==> config.mk <==
export PLATFORM = sky130hd
export DESIGN_NAME = hpe_mul_stage
export DESIGN_NICKNAME = d
export VERILOG_FILES = /design/src/rtl/hpe_pkg.sv /design/src/rtl/hpe_mul_stage.sv
export SDC_FILE = /design/constraint.sdc
export NUM_CORES = 2
export LEC_CHECK = 0
export CORE_UTILIZATION = 60
export CTS_CLUSTER_DIAMETER = 150
export DETAILED_ROUTE_END_ITERATION = 12
export DONT_BUFFER_PORTS = 1
export GPL_TIMING_DRIVEN = 1
export HOLD_SLACK_MARGIN = 0.02
export PLACE_DENSITY = 0.76
export REMOVE_ABC_BUFFERS = 1
export SLEW_MARGIN = 15
export SYNTH_ARGS = -nofsm -noshare
export SYNTH_HDL_FRONTEND = slang
export SYNTH_SLANG_ARGS = --single-unit
export TNS_END_PERCENT = 100
==> constraint.sdc <==
create_clock -name i_clk -period 12 [get_ports i_clk]
set_clock_uncertainty 0.15 [all_clocks]
set_input_delay 0.6 -clock i_clk [delete_from_list [all_inputs] [get_ports i_clk]]
set_output_delay 0.6 -clock i_clk [all_outputs]
set_load 0.02 [all_outputs]
==> src/rtl/hpe_pkg.sv <==
`timescale 1ns / 1ps
// Shared constants, stage structs and saturation helper for the Horner evaluator.
// No dependencies; imported by every module under rtl/.
package hpe_pkg;

    localparam int DEGREE      = 7;
    localparam int FRAC_BITS   = 16;
    localparam int DATA_W      = 32;
    localparam int PROD_W      = 2 * DATA_W;
    localparam int NUM_COEFFS  = 8;
    localparam int CFG_IDX_W   = $clog2(NUM_COEFFS);

    // Half an LSB of the result, zero when there are no fraction bits.
    localparam logic signed [PROD_W-1:0] ROUND_K =
        PROD_W'((64'sd1 <<< FRAC_BITS) >>> 1);

    localparam logic signed [DATA_W-1:0] SAT_MAX = {1'b0, {(DATA_W-1){1'b1}}};
    localparam logic signed [DATA_W-1:0] SAT_MIN = {1'b1, {(DATA_W-1){1'b0}}};

    typedef logic [NUM_COEFFS-1:0][DATA_W-1:0] t_coeff_arr;

    // Running accumulator between Horner steps.
    typedef struct packed {
        logic                     valid;
        logic signed [DATA_W-1:0] acc;
        logic signed [DATA_W-1:0] x;
        logic                     ovf;
    } t_acc_stage;

    // Full product after the multiplier register.
    typedef struct packed {
        logic                     valid;
        logic signed [PROD_W-1:0] prod;
        logic signed [DATA_W-1:0] x;
        logic                     ovf;
    } t_prod_stage;

    typedef struct packed {
        logic signed [DATA_W-1:0] val;
        logic                     ovf;
    } t_sat;

    // Clamp a wide signed value to DATA_W bits.
    function automatic t_sat sat_wide(input logic signed [PROD_W-1:0] v);
        t_sat res;
        logic in_range;
        in_range = (&v[PROD_W-1:DATA_W-1]) || (~|v[PROD_W-1:DATA_W-1]);
        res.ovf  = ~in_range;
        if (in_range) begin
            res.val = v[DATA_W-1:0];
        end else if (v[PROD_W-1]) begin
            res.val = SAT_MIN;
        end else begin
            res.val = SAT_MAX;
        end
        return res;
    endfunction

endpackage

==> src/rtl/hpe_mul_stage.sv <==
`timescale 1ns / 1ps
// First half of a Horner step: registered full product acc * x.
// Depends on hpe_pkg.
module hpe_mul_stage (
    input  logic                 i_clk,
    input  logic                 i_rst_n,
    input  hpe_pkg::t_acc_stage  i_in,
    output logic                 o_in_ready,
    output hpe_pkg::t_prod_stage o_out,
    input  logic                 i_out_ready
);
    import hpe_pkg::*;

    logic                     r_valid;
    logic signed [PROD_W-1:0] r_prod;
    logic signed [DATA_W-1:0] r_x;
    logic                     r_ovf;
    logic signed [PROD_W-1:0] n_prod;

    // stage moves when empty or when downstream takes its item
    assign o_in_ready = !r_valid || i_out_ready;
    assign n_prod     = $signed(i_in.acc) * $signed(i_in.x);

    always_ff @(posedge i_clk) begin
        if (!i_rst_n) begin
            r_valid <= 1'b0;
        end else if (o_in_ready) begin
            r_valid <= i_in.valid;
        end
    end

    always_ff @(posedge i_clk) begin
        if (o_in_ready && i_in.valid) begin
            r_prod <= n_prod;
            r_x    <= i_in.x;
            r_ovf  <= i_in.ovf;
        end
    end

    always_comb begin
        o_out.valid = r_valid;
        o_out.prod  = r_prod;
        o_out.x     = r_x;
        o_out.ovf   = r_ovf;
    end

endmodule

==> Yosys cells after proc, flatten, opt, wreduce, memory -nomap -nowiden <==
Index checks and enable logic that the tools add are counted.
{ "word_totals": {"output_inout_bits": 99, "mem_count": 0, "ff_bits": 98, "latchBits": 0, "input_bits": 69, "mem_bits_rw": 0, "mem_bits_ro": 0, "word_cells": 8} }
{ "classes": {"n_reduce_logical": 3, "n_shift": 0, "n_eq_ne": 0, "bitwise_logic": 0, "div": 0, "add_sub_neg": 0, "n_mux": 0, "n_mul": 1, "order_cmp": 0} }
{ "ops": {"columns": ["cell", "count"], "rows": [
  ["$mul 32x32->64", 1],
  ["$logic_and 1x1->1", 1],
  ["$logic_not 1->1", 1],
  ["$logic_or 1x1->1", 1]
]} }

==> Longest topological paths before layout <==
{ "logic_depth": {"word_depth": 3, "mapped_depth": 28, "mapped_depth_nobuf": 26} }

==> Worst setup path before layout <==
No wires, ideal clock.
{ "synth_timing": {"kind": "in2reg", "startpoint": "input port i_in[3] (netlist name)", "endpoint": "register r_prod[56], data pin", "required_time_ns": 11.670, "stages": 23, "t_arrival_ns": 7.627, "path_slack_ns": 4.043, "cell_sequence": "clkbuf_1 -> nand2_1 -> inv_1 -> fa_1 -> fa_1 -> fa_1 -> fa_1 -> fa_1 -> fa_1 -> fa_1 -> inv_1 -> fa_1 -> inv_1 -> ha_1 -> o21ai_1 -> a21oi_1 -> o41ai_2 -> o21ai_1 -> a2111oi_4 -> a21oi_2 -> a221o_1 -> a2111o_1 -> o311ai_1"} }
{ "synth_via": {"elab_chain_cells": 1} }
{ "synth_rtl": {"columns": ["element", "line_no", "source"], "rows": [
  ["start: declaration", "hpe_mul_stage.sv:7", "input hpe_pkg::t_acc_stage i_in,"],
  ["$mul 32x32->64", "hpe_mul_stage.sv:22", "assign n_prod = $signed(i_in.acc) * $signed(i_in.x);"],
  ["named net n_prod[56]", "hpe_mul_stage.sv:18", "logic signed [PROD_W-1:0] n_prod;"],
  ["end signal: assignment", "hpe_mul_stage.sv:34", "r_prod <= n_prod;"],
  ["end: declaration", "hpe_mul_stage.sv:15", "logic signed [PROD_W-1:0] r_prod;"]
]} }
The timed path passes the listed nets, and every way through them passes these cells.
A chain may end at the register's enable or synchronous reset.

==> Worst setup path after layout <==
{ "layout_timing": {"startpoint": "input port i_in[32] (netlist name)", "endpoint": "register r_prod[56], data pin"} }
Same word-level chain as after synthesis.

==> qor.txt <==
Status = finished clean
Total die area = 66370 sq um
Top_reg_cell synth = edfxtp_1
TritonCTS buffer count = 9
Initial core utilization = 60.82%
CP endpoint kind = register
WHS = 126.1 ps
Per-cell routed wire length = 21.44 um
YS warnings = 0
Area of the core = 64460 sq um
Hold Violations, Final = 0
HP Class = in2reg
CP top delay family = adder cells
Clock buffer depth = 2
Skew-Pair Late Insertion Delay = 410 ps
Global-route wire length before repair = 160.5 mm
Clk slew on worst S/H paths = 100 ps
FP Rows = 93
Hpwl dp = 78.88 mm
Post-Route WL = 99.50 mm
Post-synth top area share = 55.25%
Slowest CP cell = inv_1
Share of flip-flops with an asynchronous set or reset = 0%
Die width = 257.6 um
Yosys cell types = 67
Drt drc = 0
NumNets Final = 5110
Synth Cell Area = 39210 sq um
Cell taking the most area after synthesis = fa_1
EDFF count, synth = 97
Buffers added on ports = 0
Worst path cell trace = inv_1, nor2_1, fa_1, fa_1, fa_1, fa_1, fa_1, fa_1, fa_1, inv_1, fa_1, inv_1, ha_1, and3_1, nand4_1, or3_1, nor4_1, a22oi_2, a21oi_2, a221o_1, a21oi_1, o311ai_1
Vias in the first global route = 29295
Total iterations of the first detailed-routing run = 6
Layout Area Growth over Synthesis = 1.465%
Share of post-route cells with drive strength above 1 = 1.085%
Clock sinks = 98
Cell count after synthesis = 3974
Ports = 168
Top cells by area, synth = fa_1 55%, inv_1 9.2%, and2_1 8.2%, edfxtp_1 7.4%, ha_1 5.9%
CTS tree = built
F_max = 122.0 MHz
Via Count = 26177
Total track usage = 31.77%
Maximum fanout along the worst path = 25
Post-cts sizing count = 0
RSZ-0062 raised after global routing = no
Vias per cell = 5.642
GPL Wtd Cong = 0.9352
Slew @ Worst Pin = 1148 ps
CP dominant cell by count = fa_1
Non-Filler Instances = 4640
Setup violators final = 0
Setup bufs post-CTS = 0
Max Slew Vio Count = 0
Fin crit period = 8200 ps
Util after Layout = 61.71%
Buffers & Inverters on Critical Path = 3
Filler instances = 5321
Max incr delay on CP = 810 ps
Initial antenna violation count = 8
Die H = 257.6 um
Dpl cells = 4619
Routed Antenna Nets = 0
#FFs+latches synth = 98
WP data arrival = 8230 ps
Setup TNS = 0 ps
GRT Residual Overflow = 0
Relative slew slack = 23.39%
CTS Hold Buffers Added = 0
Critical path class = in2reg
Register area share after synthesis = 7.480%
CP required = 12030 ps
Fin crit share = 68.33%
MaxCap Viol Count = 0
Largest net degree at the start of global routing = 50
Initial DRC Count = 1714
Startpoint types = input port
Avg Synthesized Cell Area = 9.866 sq um
H-tree depth = 3
Root Buffer = clkbuf_16
## Yosys cell counts, drive strengths merged (5+ instances only)
cell / number
buf: 12
nand2b: 11
a21o: 29
o211ai: 5
clkbuf: 200
o21bai: 14
ha: 184
or3: 5
and3: 9
o21a: 7
nand2: 522
xnor2: 45
nor3: 14
o21ai: 28
nand4: 10
fa: 1082
nand3: 20
o31ai: 6
xor2: 25
and2: 516
edfxtp: 97
a211o: 5
nor2: 51
inv: 959
a21oi: 68
## final timing paths
kind / start / end / slack [ps] / depth (start not counted)
setup / recovery: i_in[32] / r_prod[56] / 3800 / 22
hold / removal: i_in[32] / r_x[31] / 130 / 0
setup reg to reg: r_valid / r_x[14] / 9280 / 3
hold reg to reg: r_valid / r_valid / 740 / 2
## metrics by stage
stage | worst slack, ps | area (sq um)
3_5_place_dp | 3516 | 39470
2_1_floorplan | 4272 | 38380
3_3_place_gp | 3663 | 39470
5_1_grt | 3578 | 39770
6_report | 3800 | 39780
4_1_cts | 3970 | 39770
## flip-flops by register name (all words and copies together), names as in the netlist
name and flops:
r_ovf 1, r_x 32, r_prod 64, r_valid 1
## cell families (layout without fill, tap and decap cells)
| logic type | Yosys count | after routing | share of synthesized area (%) |
|---|---|---|---|
| mux | 1 | 1 | 0.02872 |
| simple gates | 1169 | 1169 | 14.93 |
| buf+inv | 1171 | 977 | 11.29 |
| xor+xnor | 70 | 70 | 1.564 |
| fa+ha+maj | 1266 | 1266 | 61.12 |
| compound gates | 199 | 199 | 3.590 |
| flops | 98 | 98 | 7.480 |
| other cells | 0 | 5 | 0 |
## cell type report
type | count | area, sq um | share of cell area, %
diodes | 5 | 12.51 | 0.03145
clock buffers | 9 | 225.2 | 0.5661
clock inverters | 7 | 76.32 | 0.1919
inverters | 959 | 3600 | 9.049
multi-input cells | 2705 | 31850 | 80.06
flip-flops and latches | 98 | 2933 | 7.372
well taps | 855 | 1070 | 2.689
repair buffers | 2 | 15.01 | 0.03774
## routing by layer
layer  vias to the layer above  track usage [%]  part of all wire, %
li1                      11037                -                    -
met1                     13902            40.15                   38
met2                      1036            56.02                   52
met3                       202            3.975                  6.5
met4                         0            12.10                  3.7
met5                         -                0                    0
## placed cells by master, fill, tap and decap left out, drive strengths merged, types with 25 or more instances in the layout
cell type	instances
fa	1082
a21oi	68
o21ai	28
and2	516
xor2	25
nand2	522
a21o	29
ha	184
inv	965
nor2	51
edfxtp	97
xnor2	45
Power is not shown: default switching activity piles up to over one toggle a cycle in this logic, so the estimate is an artifact.
