===== src/rtl/hpe_pkg.sv =====
`timescale 1ns / 1ps
// Shared constants, stage structs and saturation helper for the Horner evaluator.
// No dependencies; imported by every module under rtl/.
package hpe_pkg;

    localparam int DEGREE      = 7;
    localparam int FRAC_BITS   = 16;
    localparam int DATA_W      = 32;
    localparam int PROD_W      = 2 * DATA_W;
    localparam int NUM_COEFFS  = 8;
    localparam int CFG_IDX_W   = $clog2(NUM_COEFFS);

    // Half an LSB of the result, zero when there are no fraction bits.
    localparam logic signed [PROD_W-1:0] ROUND_K =
        PROD_W'((64'sd1 <<< FRAC_BITS) >>> 1);

    localparam logic signed [DATA_W-1:0] SAT_MAX = {1'b0, {(DATA_W-1){1'b1}}};
    localparam logic signed [DATA_W-1:0] SAT_MIN = {1'b1, {(DATA_W-1){1'b0}}};

    typedef logic [NUM_COEFFS-1:0][DATA_W-1:0] t_coeff_arr;

    // Running accumulator between Horner steps.
    typedef struct packed {
        logic                     valid;
        logic signed [DATA_W-1:0] acc;
        logic signed [DATA_W-1:0] x;
        logic                     ovf;
    } t_acc_stage;

    // Full product after the multiplier register.
    typedef struct packed {
        logic                     valid;
        logic signed [PROD_W-1:0] prod;
        logic signed [DATA_W-1:0] x;
        logic                     ovf;
    } t_prod_stage;

    typedef struct packed {
        logic signed [DATA_W-1:0] val;
        logic                     ovf;
    } t_sat;

    // Clamp a wide signed value to DATA_W bits.
    function automatic t_sat sat_wide(input logic signed [PROD_W-1:0] v);
        t_sat res;
        logic in_range;
        in_range = (&v[PROD_W-1:DATA_W-1]) || (~|v[PROD_W-1:DATA_W-1]);
        res.ovf  = ~in_range;
        if (in_range) begin
            res.val = v[DATA_W-1:0];
        end else if (v[PROD_W-1]) begin
            res.val = SAT_MIN;
        end else begin
            res.val = SAT_MAX;
        end
        return res;
    endfunction

endpackage


===== src/rtl/hpe_coeff_regs.sv =====
`timescale 1ns / 1ps
// Coefficient register file, written through the plain config port.
// Depends on hpe_pkg.
module hpe_coeff_regs (
    input  logic                             i_clk,
    input  logic                             i_rst_n,
    input  logic                             i_cfg_wr_en,
    input  logic [hpe_pkg::CFG_IDX_W-1:0]    i_cfg_addr,
    input  logic [hpe_pkg::DATA_W-1:0]       i_cfg_wdata,
    output hpe_pkg::t_coeff_arr              o_coeff
);
    import hpe_pkg::*;

    t_coeff_arr r_coeff;

    always_ff @(posedge i_clk) begin
        if (!i_rst_n) begin
            r_coeff <= '0;
        end else if (i_cfg_wr_en) begin
            r_coeff[i_cfg_addr] <= i_cfg_wdata;
        end
    end

    assign o_coeff = r_coeff;

endmodule


===== config.mk =====
export PLATFORM = sky130hd
export DESIGN_NAME = hpe_coeff_regs
export DESIGN_NICKNAME = d
export VERILOG_FILES = /design/src/rtl/hpe_pkg.sv /design/src/rtl/hpe_coeff_regs.sv
export SDC_FILE = /design/constraint.sdc
export NUM_CORES = 1
export LEC_CHECK = 0
export ABC_AREA = 1
export BUFFER_PORTS_ARGS = -buffer_cell sky130_fd_sc_hd__buf_2
export CAP_MARGIN = 20
export CORE_MARGIN = 1
export CORE_UTILIZATION = 52
export CTS_BUF_LIST = sky130_fd_sc_hd__clkbuf_16
export CTS_CLUSTER_SIZE = 30
export DETAILED_ROUTE_END_ITERATION = 8
export GPL_TIMING_DRIVEN = 1
export PLACE_DENSITY = 0.79
export REMOVE_ABC_BUFFERS = 1
export SLEW_MARGIN = 20
export SYNTH_ARGS = -nofsm -noshare
export SYNTH_HDL_FRONTEND = slang
export SYNTH_SLANG_ARGS = --single-unit

===== constraint.sdc =====
create_clock -name i_clk -period 1.4 [get_ports i_clk]
set_clock_uncertainty 0.15 [all_clocks]
set_input_delay 0.28 -clock i_clk [delete_from_list [all_inputs] [get_ports i_clk]]
set_output_delay 0.28 -clock i_clk [all_outputs]
set_load 0.05 [all_outputs]

* Yosys cells after proc, flatten, opt, wreduce, memory -nomap -nowiden
Cells that the tools add are included.
** Storage, ports and cells
- Bits in registers :: 256
- Input port bits :: 38
- Logic and storage cells :: 14
** Operators by class
- Order comparisons :: 2
- Mux-type cells :: 3
- Reductions and logical operators :: 1
** Operators by type and width (number)
- 256-bit bitwise mux :: 1
- 32-bit demux with 3-bit select :: 1
- 32-bit 2-to-1 mux :: 1
- 3-bit by 4-bit < comparator with 1-bit output (second input constant) :: 1
- 3-bit by 1-bit greater-or-equal comparator with 1-bit output (second input constant) :: 1
- 1-bit logical AND :: 1

* Logic depth before layout (Yosys ltp)
Gate-level depths: netlist (run 1).
- Word-level depth :: 5
- Mapped depth :: 7
- Mapped depth without buffers :: 5

* Worst setup path before layout (run 1)
No wires, ideal clock.
- Path kind :: input port to flip-flop
- Start point :: input port i_cfg_addr[0] (netlist name)
- End point :: register r_coeff (netlist bit o_coeff[174])
- Data arrival time :: 932 ps
- Required time :: 1136 ps
- Path slack :: 204 ps
- Stages on the path :: 6
- Buffers on the path :: 1
- Cells stage by stage :: nand2_4 inv_2 buf_1 nand3_1 nand2_1 nor2_1
** Between the ends
- Longest elaborated chain between the ends :: 5
- Elaborated cells on any way between the ends :: 6
- Classes of those cells :: order compare (2); mux (3); reduce/logical (1)
** Ends and longest elaborated chain
- start, declared :: RTL line hpe_coeff_regs.sv:8 : input logic [hpe_pkg::CFG_IDX_W-1:0] i_cfg_addr,
- 3-bit by 4-bit < comparator with 1-bit output (not written as such) or 3-bit by 1-bit greater-or-equal comparator with 1-bit output (tied branches) :: RTL line hpe_coeff_regs.sv:20 : r_coeff[i_cfg_addr] <= i_cfg_wdata;
- 1-bit logical AND (not written as such) :: RTL line hpe_coeff_regs.sv:20
- 32-bit 2-to-1 mux (not written as such) :: RTL line hpe_coeff_regs.sv:20
- 32-bit demux with 3-bit select * :: RTL line hpe_coeff_regs.sv:20
- 256-bit bitwise mux * :: RTL line hpe_coeff_regs.sv:20
- end signal, assigned by index :: RTL line hpe_coeff_regs.sv:20
- end, declared :: RTL line hpe_coeff_regs.sv:14 : t_coeff_arr r_coeff;
Mark *: on every way between the ends. The rest lies on a longest branch, timed or not.
A chain may end at the register's enable or synchronous reset.

* Final worst setup path (run 1)
- Start point :: register r_coeff (netlist bit o_coeff[239])
- End point :: output port o_coeff[239] (netlist name)
** RTL lines
- end, declared :: RTL line hpe_coeff_regs.sv:10 : output hpe_pkg::t_coeff_arr o_coeff
No word-level cell between the ends.

==> impl_results.md, run 1 <==
- Crit path kind: reg -> out
- Number of stages on the worst setup path: 1
- Final Instance Area: 16000 µm²
- CTS buffer count: 26
- RSZ-0062 raised after global routing: true
- Final ANT Viol Nets: 0
- Failing checks: DRC, setup timing
- Startpoint Class: register
- Cell depth of the worst flop-to-flop path: 4
- FF-to-FF Start: o_coeff[9]
- CTS tree: done
- Die H: 142 µm
- Buf/Inv on CP: 1
- Slowest-stage cell, CP: dfxtp_4
- CP top delay family: flip-flops
- First-pass GRT wire length: 58400 µm
- CP Capture Type: output pin
- Power per Cell Area: 1090 nW/µm²
- CP endpoint: o_coeff[239]
- Mux cell area share after synthesis: 0%
- Mapped Area: 10200 µm²
- Share of layout cells above drive strength 1: 38.8%
- Worst hold path class: in -> reg
- Die X: 142 µm
- Vias in the first global route: 10763
- Placer congestion estimate: 0.814
- Maximum vdd drop: 1070 µV
- Die ar.: 20200 µm²
- Antenna cell count: 0
- Synth cell types: 16
- Synth Instances: 1436
- Setup ws final: -0.0947 ns
- Crit path cell chain: buf_8
- Setup_tns: -12.38 ns
- Top cells by area, synth: dfxtp_1 (50%), nor2_1 (19%), nand3_1 (11%)
- R2R Setup Slk: 0.33 ns
- Wire per inst: 20.1 µm
- Total gr overflow: 0
- Final WL: 40500 µm
- Adder-cell share of the synthesized area: 0%
- Root Buffer: clkbuf_16
- Layout Area Growth over Synthesis: 57.3%
- IO Pins: 294
- Largest area contributor in the netlist: dfxtp_1
- Initial antenna violation count: 0
- Nets@finish: 1780
- CP Data Arrival Time: 1.06 ns
- Pwr Total: 17.4 mW
- Synth Area in Simple Gates: 42.0%
- Actual slew at the worst max-slew pin: 0.436 ns
- Crit path time final: 1.49 ns
- Rows: 50
- Placed Area: 12200 µm²
- Drt first pass iters: 9
- Max Cap Viol: 0
- Max reg flops: 256
- Status: complete, but fails checks
- DRT iter0 DRCs: 1082
- DR DRC count: 1
- Placeable Area: 19000 µm²
- Final HPWL DP: 20600 µm
- All-layer global routing usage: 37.1%
- Critical Path RT: 0.97 ns
- Crit path max fanout: 2
- Filler instances: 933
- Initial Util: 53.8%
- Worst-skew pair later-pin latency: 0.51 ns
- Fin. max-slew vios: 0
- Vias per cell: 5.63
- Largest net degree at the start of global routing: 67
- Synth Register Bits: 256
- CP startpoint: o_coeff[239]
- Ratio of final minimum period to clock period: 107%
- Warnings from Yosys: 0
- Largest family of logic cells by synthesized area: simple AND/OR/NAND/NOR gates
- Synth top area share: 50.3%
- Delay of the slowest critical-path stage: 0.40 ns
- Reg2reg end: o_coeff[9]
- Routed via count: 11374
- Final setup fails: 256
- Clk sinks: 256
- Post-synthesis xor/xnor area fraction: 0%
- Sequential fraction of the synthesis area: 50.3%
- # port buffers: 293
- Worst Min Path Start: i_cfg_wdata[17]
- Synth Area in Compound Gates: 0%
- H-tree depth: 1
- Syn_area_per_cell: 7.10 µm²
- Clock Pin Slew Worst Setup and Hold Paths: 0.06 ns
- Dpl ws: -0.0923 ns
- Slew headroom: 70.9%
- Fmax: 669 MHz
- Final hold viol count: 0
- LEAKAGE: 7.15 nW
- CTS max path bufs: 3
-- Yosys cell counts --
| master | number |
|---|---|
| buf_1 | 12 |
| buf_4 | 8 |
| dfxtp_1 | 256 |
| clkbuf_1 | 19 |
| nand2_4 | 1 |
| buf_6 | 27 |
| inv_2 | 4 |
| nor2_2 | 3 |
| inv_1 | 34 |
| nand3_1 | 224 |
| buf_2 | 34 |
| nor2_4 | 7 |
| nand2_1 | 291 |
| nand2_2 | 2 |
| nor2_1 | 513 |
| nor2_8 | 1 |
-- cell families after synthesis --
group                  Yosys count
AND/OR/NAND/NOR               1042
flip-flops                     256
buffers and inverters          138
-- cell usage in the layout, fill, tap and decap left out, drive strengths merged --
cell and count:
buf 377, clkinv 10, nand3 224, nand2 294
dfxtp 256, clkbuf 27, nor2 524, dlygate4sd3 1
inv 47
-- worst min-delay path by stage --
stage | depth (start not counted) | to
4_1_cts | 5 | o_coeff[237]
3_3_place_gp | 2 | o_coeff[183]
2_1_floorplan | 2 | o_coeff[224]
3_5_place_dp | 2 | o_coeff[50]
6_report | 5 | o_coeff[241]
5_1_grt | 5 | o_coeff[243]
-- metal layers --
layer / vias to the layer above / track usage (%) / wire length (µm)
li1: 5061 / - / -
met1: 5301 / 40.3 / 13700
met2: 791 / 65.0 / 20200
met3: 221 / 9.99 / 4220
met4: 0 / 21.6 / 2480
met5: - / 0 / 0
-- per-stage QoR --
| step | std cells | util, % | hold slack [ns] |
|---|---|---|---|
| detailed placement | 1937 | 64.1 | 0.316 |
| CTS | 1991 | 82.0 | 0.00913 |
| finish | 2020 | 84.6 | 0.0376 |
| global placement | 1937 | 64.1 | 0.306 |
| global route | 2020 | 84.6 | 0.0514 |
| floorplan | 1336 | - | 0.251 |
-- area by class of cell --
type	count	area (µm²)	share of cell area, %
multi-input combinational	1042	4300	26.8
inverter	38	143	0.889
clock buffer	27	676	4.21
timing repair buffer	378	5050	31.5
tap	260	325	2.03
clock inverter	19	75.1	0.468
sequential	256	5470	34.1
-- power by group --
group	internal, mW	total (mW)	switching [mW]
Sequential	7.58	7.84	0.262
Combinational	1.20	3.28	2.07
Clock	3.45	6.32	2.88
-- timing repair --
action	CTS	global route
buffers inserted	7	29
endpoints found under the setup margin	256	258
hold buffers	1	0
gates resized for setup	943	76
hold endpoints to repair	4	0
Note: power is estimated with default switching activity, not from simulation.
==> run 2: changes to the inputs <==
CELL_PAD_IN_SITES_DETAIL_PLACEMENT = 1   (was default)
CELL_PAD_IN_SITES_GLOBAL_PLACEMENT = 1   (was default)
CORE_UTILIZATION = 36   (was 52)
PLACE_DENSITY = 0.78   (was 0.79)
==> impl_results.md, run 2 (synthesis gave the netlist of run 1 again) <==
- Status: complete, but fails checks (unchanged)
- Failing checks: setup timing (was DRC, setup timing)
- CP endpoint: o_coeff[146] (was o_coeff[239])
- Placeable Area: 27900 µm² (was 19000 µm²)
- RSZ-0062 raised after global routing: true (unchanged)
- Placed Area: 12400 µm² (was 12200 µm²)
- Root Buffer: clkbuf_16 (unchanged)
- CTS max path bufs: 3 (unchanged)
- Crit path max fanout: 2 (unchanged)
- # port buffers: 293 (unchanged)
- Startpoint Class: register (unchanged)
- Fraction of power consumed by sequential logic: 43.3% (was 45.0%)
- Final Instance Area: 16400 µm² (was 16000 µm²)
- Fmax: 664 MHz (was 669 MHz)
- CTS buffer count: 28 (was 26)
- Vias in the first global route: 11637 (was 10763)
- CP top delay family: flip-flops (unchanged)
- Layout Area Growth over Synthesis: 60.7% (was 57.3%)
- Clock power share: 38.4% (was 36.2%)
- Reg2reg end: o_coeff[9] (unchanged)
- Final hold viol count: 0 (unchanged)
- Nets@finish: 1794 (was 1780)
- CP Data Arrival Time: 1.08 ns (was 1.06 ns)
- Final WL: 45100 µm (was 40500 µm)
- CTS tree: done (unchanged)
- Pwr Total: 18.1 mW (was 17.4 mW)
- Clock Pin Slew Worst Setup and Hold Paths: 0.06 ns (about the same)
- Buf/Inv on CP: 1 (unchanged)
- Vias per cell: 5.17 (was 5.63)
- Commonest non-fill, non-tap cell in the layout: nor2_1 (unchanged)
- H-tree depth: 1 (unchanged)
- CP Capture Type: output pin (unchanged)
- Placer congestion estimate: 0.766 (was 0.814)
- Max reg flops: 256 (unchanged)
- Non-Filler Instances: 2154 (was 2020)
- Delay of the slowest critical-path stage: 0.38 ns (was 0.40 ns)
- FF-to-FF Start: o_coeff[9] (unchanged)
- Slowest-stage cell, CP: dfxtp_4 (unchanged)
- Cell depth of the worst flop-to-flop path: 4 (unchanged)
- IO Pins: 294 (unchanged)
- Critical Path RT: 0.97 ns (about the same)
- Number of stages on the worst setup path: 1 (unchanged)
- Power per Cell Area: 1100 nW/µm² (was 1090 nW/µm²)
- Final setup fails: 256 (unchanged)
- Total gr overflow: 0 (unchanged)
- Routed via count: 11144 (was 11374)
- Initial Util: 36.6% (was 53.8%)
- Die X: 170 µm (was 142 µm)
- LEAKAGE: 7.22 nW (was 7.15 nW)
- R2R Setup Slk: 0.36 ns (was 0.33 ns)
- Largest net degree at the start of global routing: 62 (was 67)
- Worst-skew pair later-pin latency: 0.53 ns (was 0.51 ns)
- Internal power: 12.7 mW (was 12.2 mW)
- Crit path time final: 1.51 ns (was 1.49 ns)
- Share of layout cells above drive strength 1: 39.3% (was 38.8%)
- Rows: 61 (was 50)
- Crit path cell chain: buf_8 (unchanged)
- DR DRC count: 0 (was 1)
- Drt first pass iters: 5 (was 9)
- Setup_tns: -17.79 ns (was -12.38 ns)
- Max Cap Viol: 0 (unchanged)
- Switching power of the nets: 5.43 mW (was 5.21 mW)
- Combinational share of power: 18.3% (was 18.8%)
- Crit path kind: reg -> out (unchanged)
- Fin. max-slew vios: 0 (unchanged)
- Actual slew at the worst max-slew pin: 0.367 ns (was 0.436 ns)
- First-pass GRT wire length: 65800 µm (was 58400 µm)
- Slew headroom: 75.5% (was 70.9%)
- Clk sinks: 256 (unchanged)
- Maximum vdd drop: 836 µV (was 1070 µV)
- All-layer global routing usage: 29.5% (was 37.1%)
- Final HPWL DP: 24400 µm (was 20600 µm)
- DRT iter0 DRCs: 618 (was 1082)
- Placed cells: 2065 (was 1937)
- Ratio of final minimum period to clock period: 108% (was 107%)
- Commonest non-fill, non-tap cells in the layout: nor2_1 (512), nand2_1 (291), buf_8 (242) (was nor2_1 (512), nand2_1 (291), dfxtp_2 (247))
- Die ar.: 29000 µm² (was 20200 µm²)
- Filler instances: 3237 (was 933)
- Worst hold path class: in -> reg (unchanged)
- Wire per inst: 20.9 µm (was 20.1 µm)
- Initial antenna violation count: 2 (was 0)
- Setup ws final: -0.107 ns (was -0.0947 ns)
- Die H: 170 µm (was 142 µm)
- Switching portion of total power: 30.0% (was 29.9%)
- Utilization after layout: 58.8% (was 84.6%)
- Final ANT Viol Nets: 0 (unchanged)
- CP startpoint: o_coeff[146] (was o_coeff[239])
[run 2: cell types whose count changed in the layout (fill, tap and decap cells not counted), sizes merged]
| cell | before | now |
|---|---|---|
| buf | 377 | 389 |
| clkinv | 10 | 18 |
| inv | 47 | 39 |
| clkbuf | 27 | 29 |
| bufinv | 0 | 1 |
| diode | 0 | 1 |
[run 2: final cells by class]
| class | instances | area [µm²] | share of cell area [%] |
|---|---|---|---|
| antenna | 1 | 2.50 | 0.0153 |
| multi-input combinational | 1042 | 4300 | 26.3 |
| clock buffer | 29 | 726 | 4.43 |
| timing repair buffer | 390 | 5130 | 31.3 |
| tap | 378 | 473 | 2.89 |
| sequential | 256 | 5510 | 33.6 |
| clock inverter | 20 | 106 | 0.649 |
| inverter | 38 | 144 | 0.878 |
[run 2: power groups by stage]
stage	Sequential, mW	Clock, mW	Combinational [mW]
6_report	7.82	6.95	3.32
3_5_place_dp	7.85	0	2.67
2_1_floorplan	8.71	0	0.800
4_1_cts	7.83	6.98	3.16
3_3_place_gp	7.85	0	2.61
5_1_grt	7.84	7.34	3.49
[run 2: stage by stage]
stage	hold slack [ns]	setup WS, ns
4_1_cts	0.00115	-0.111
5_1_grt	0.0541	-0.136
3_5_place_dp	0.316	-0.161
2_1_floorplan	0.251	-3.29
6_report	0.0126	-0.107
3_3_place_gp	0.307	-0.0396
[run 2: how the worst min path moves through the flow]
stage	start	to	depth (start not counted)
after floorplan	i_rst_n	o_coeff[224]	2
after CTS	i_cfg_wdata[31]	o_coeff[255]	5
after global placement	o_coeff[186]	o_coeff[186]	2
after detailed placement	o_coeff[115]	o_coeff[115]	2
after global routing	i_cfg_wdata[1]	o_coeff[225]	5
final	i_cfg_wdata[31]	o_coeff[255]	5
[run 2: routing by layer]
metal	up-vias	global-route usage [%]	share of wire (%)	wire [µm]
met5	-	0	0.022	10
met1	5481	32.9	37	16900
met3	132	5.44	5.9	2660
li1	5093	-	-	-
met4	2	12.2	4.5	2020
met2	436	54.5	52	23500
[run 2: what timing repair did]
item / in CTS / in global routing
setup buffers: 12 / 26
hold endpoints to repair: 9 / 0
setup endpoints to repair: 256 / 256
hold buffers: 1 / 0
resized for setup: 978 / 57
cloned: 0 / 0
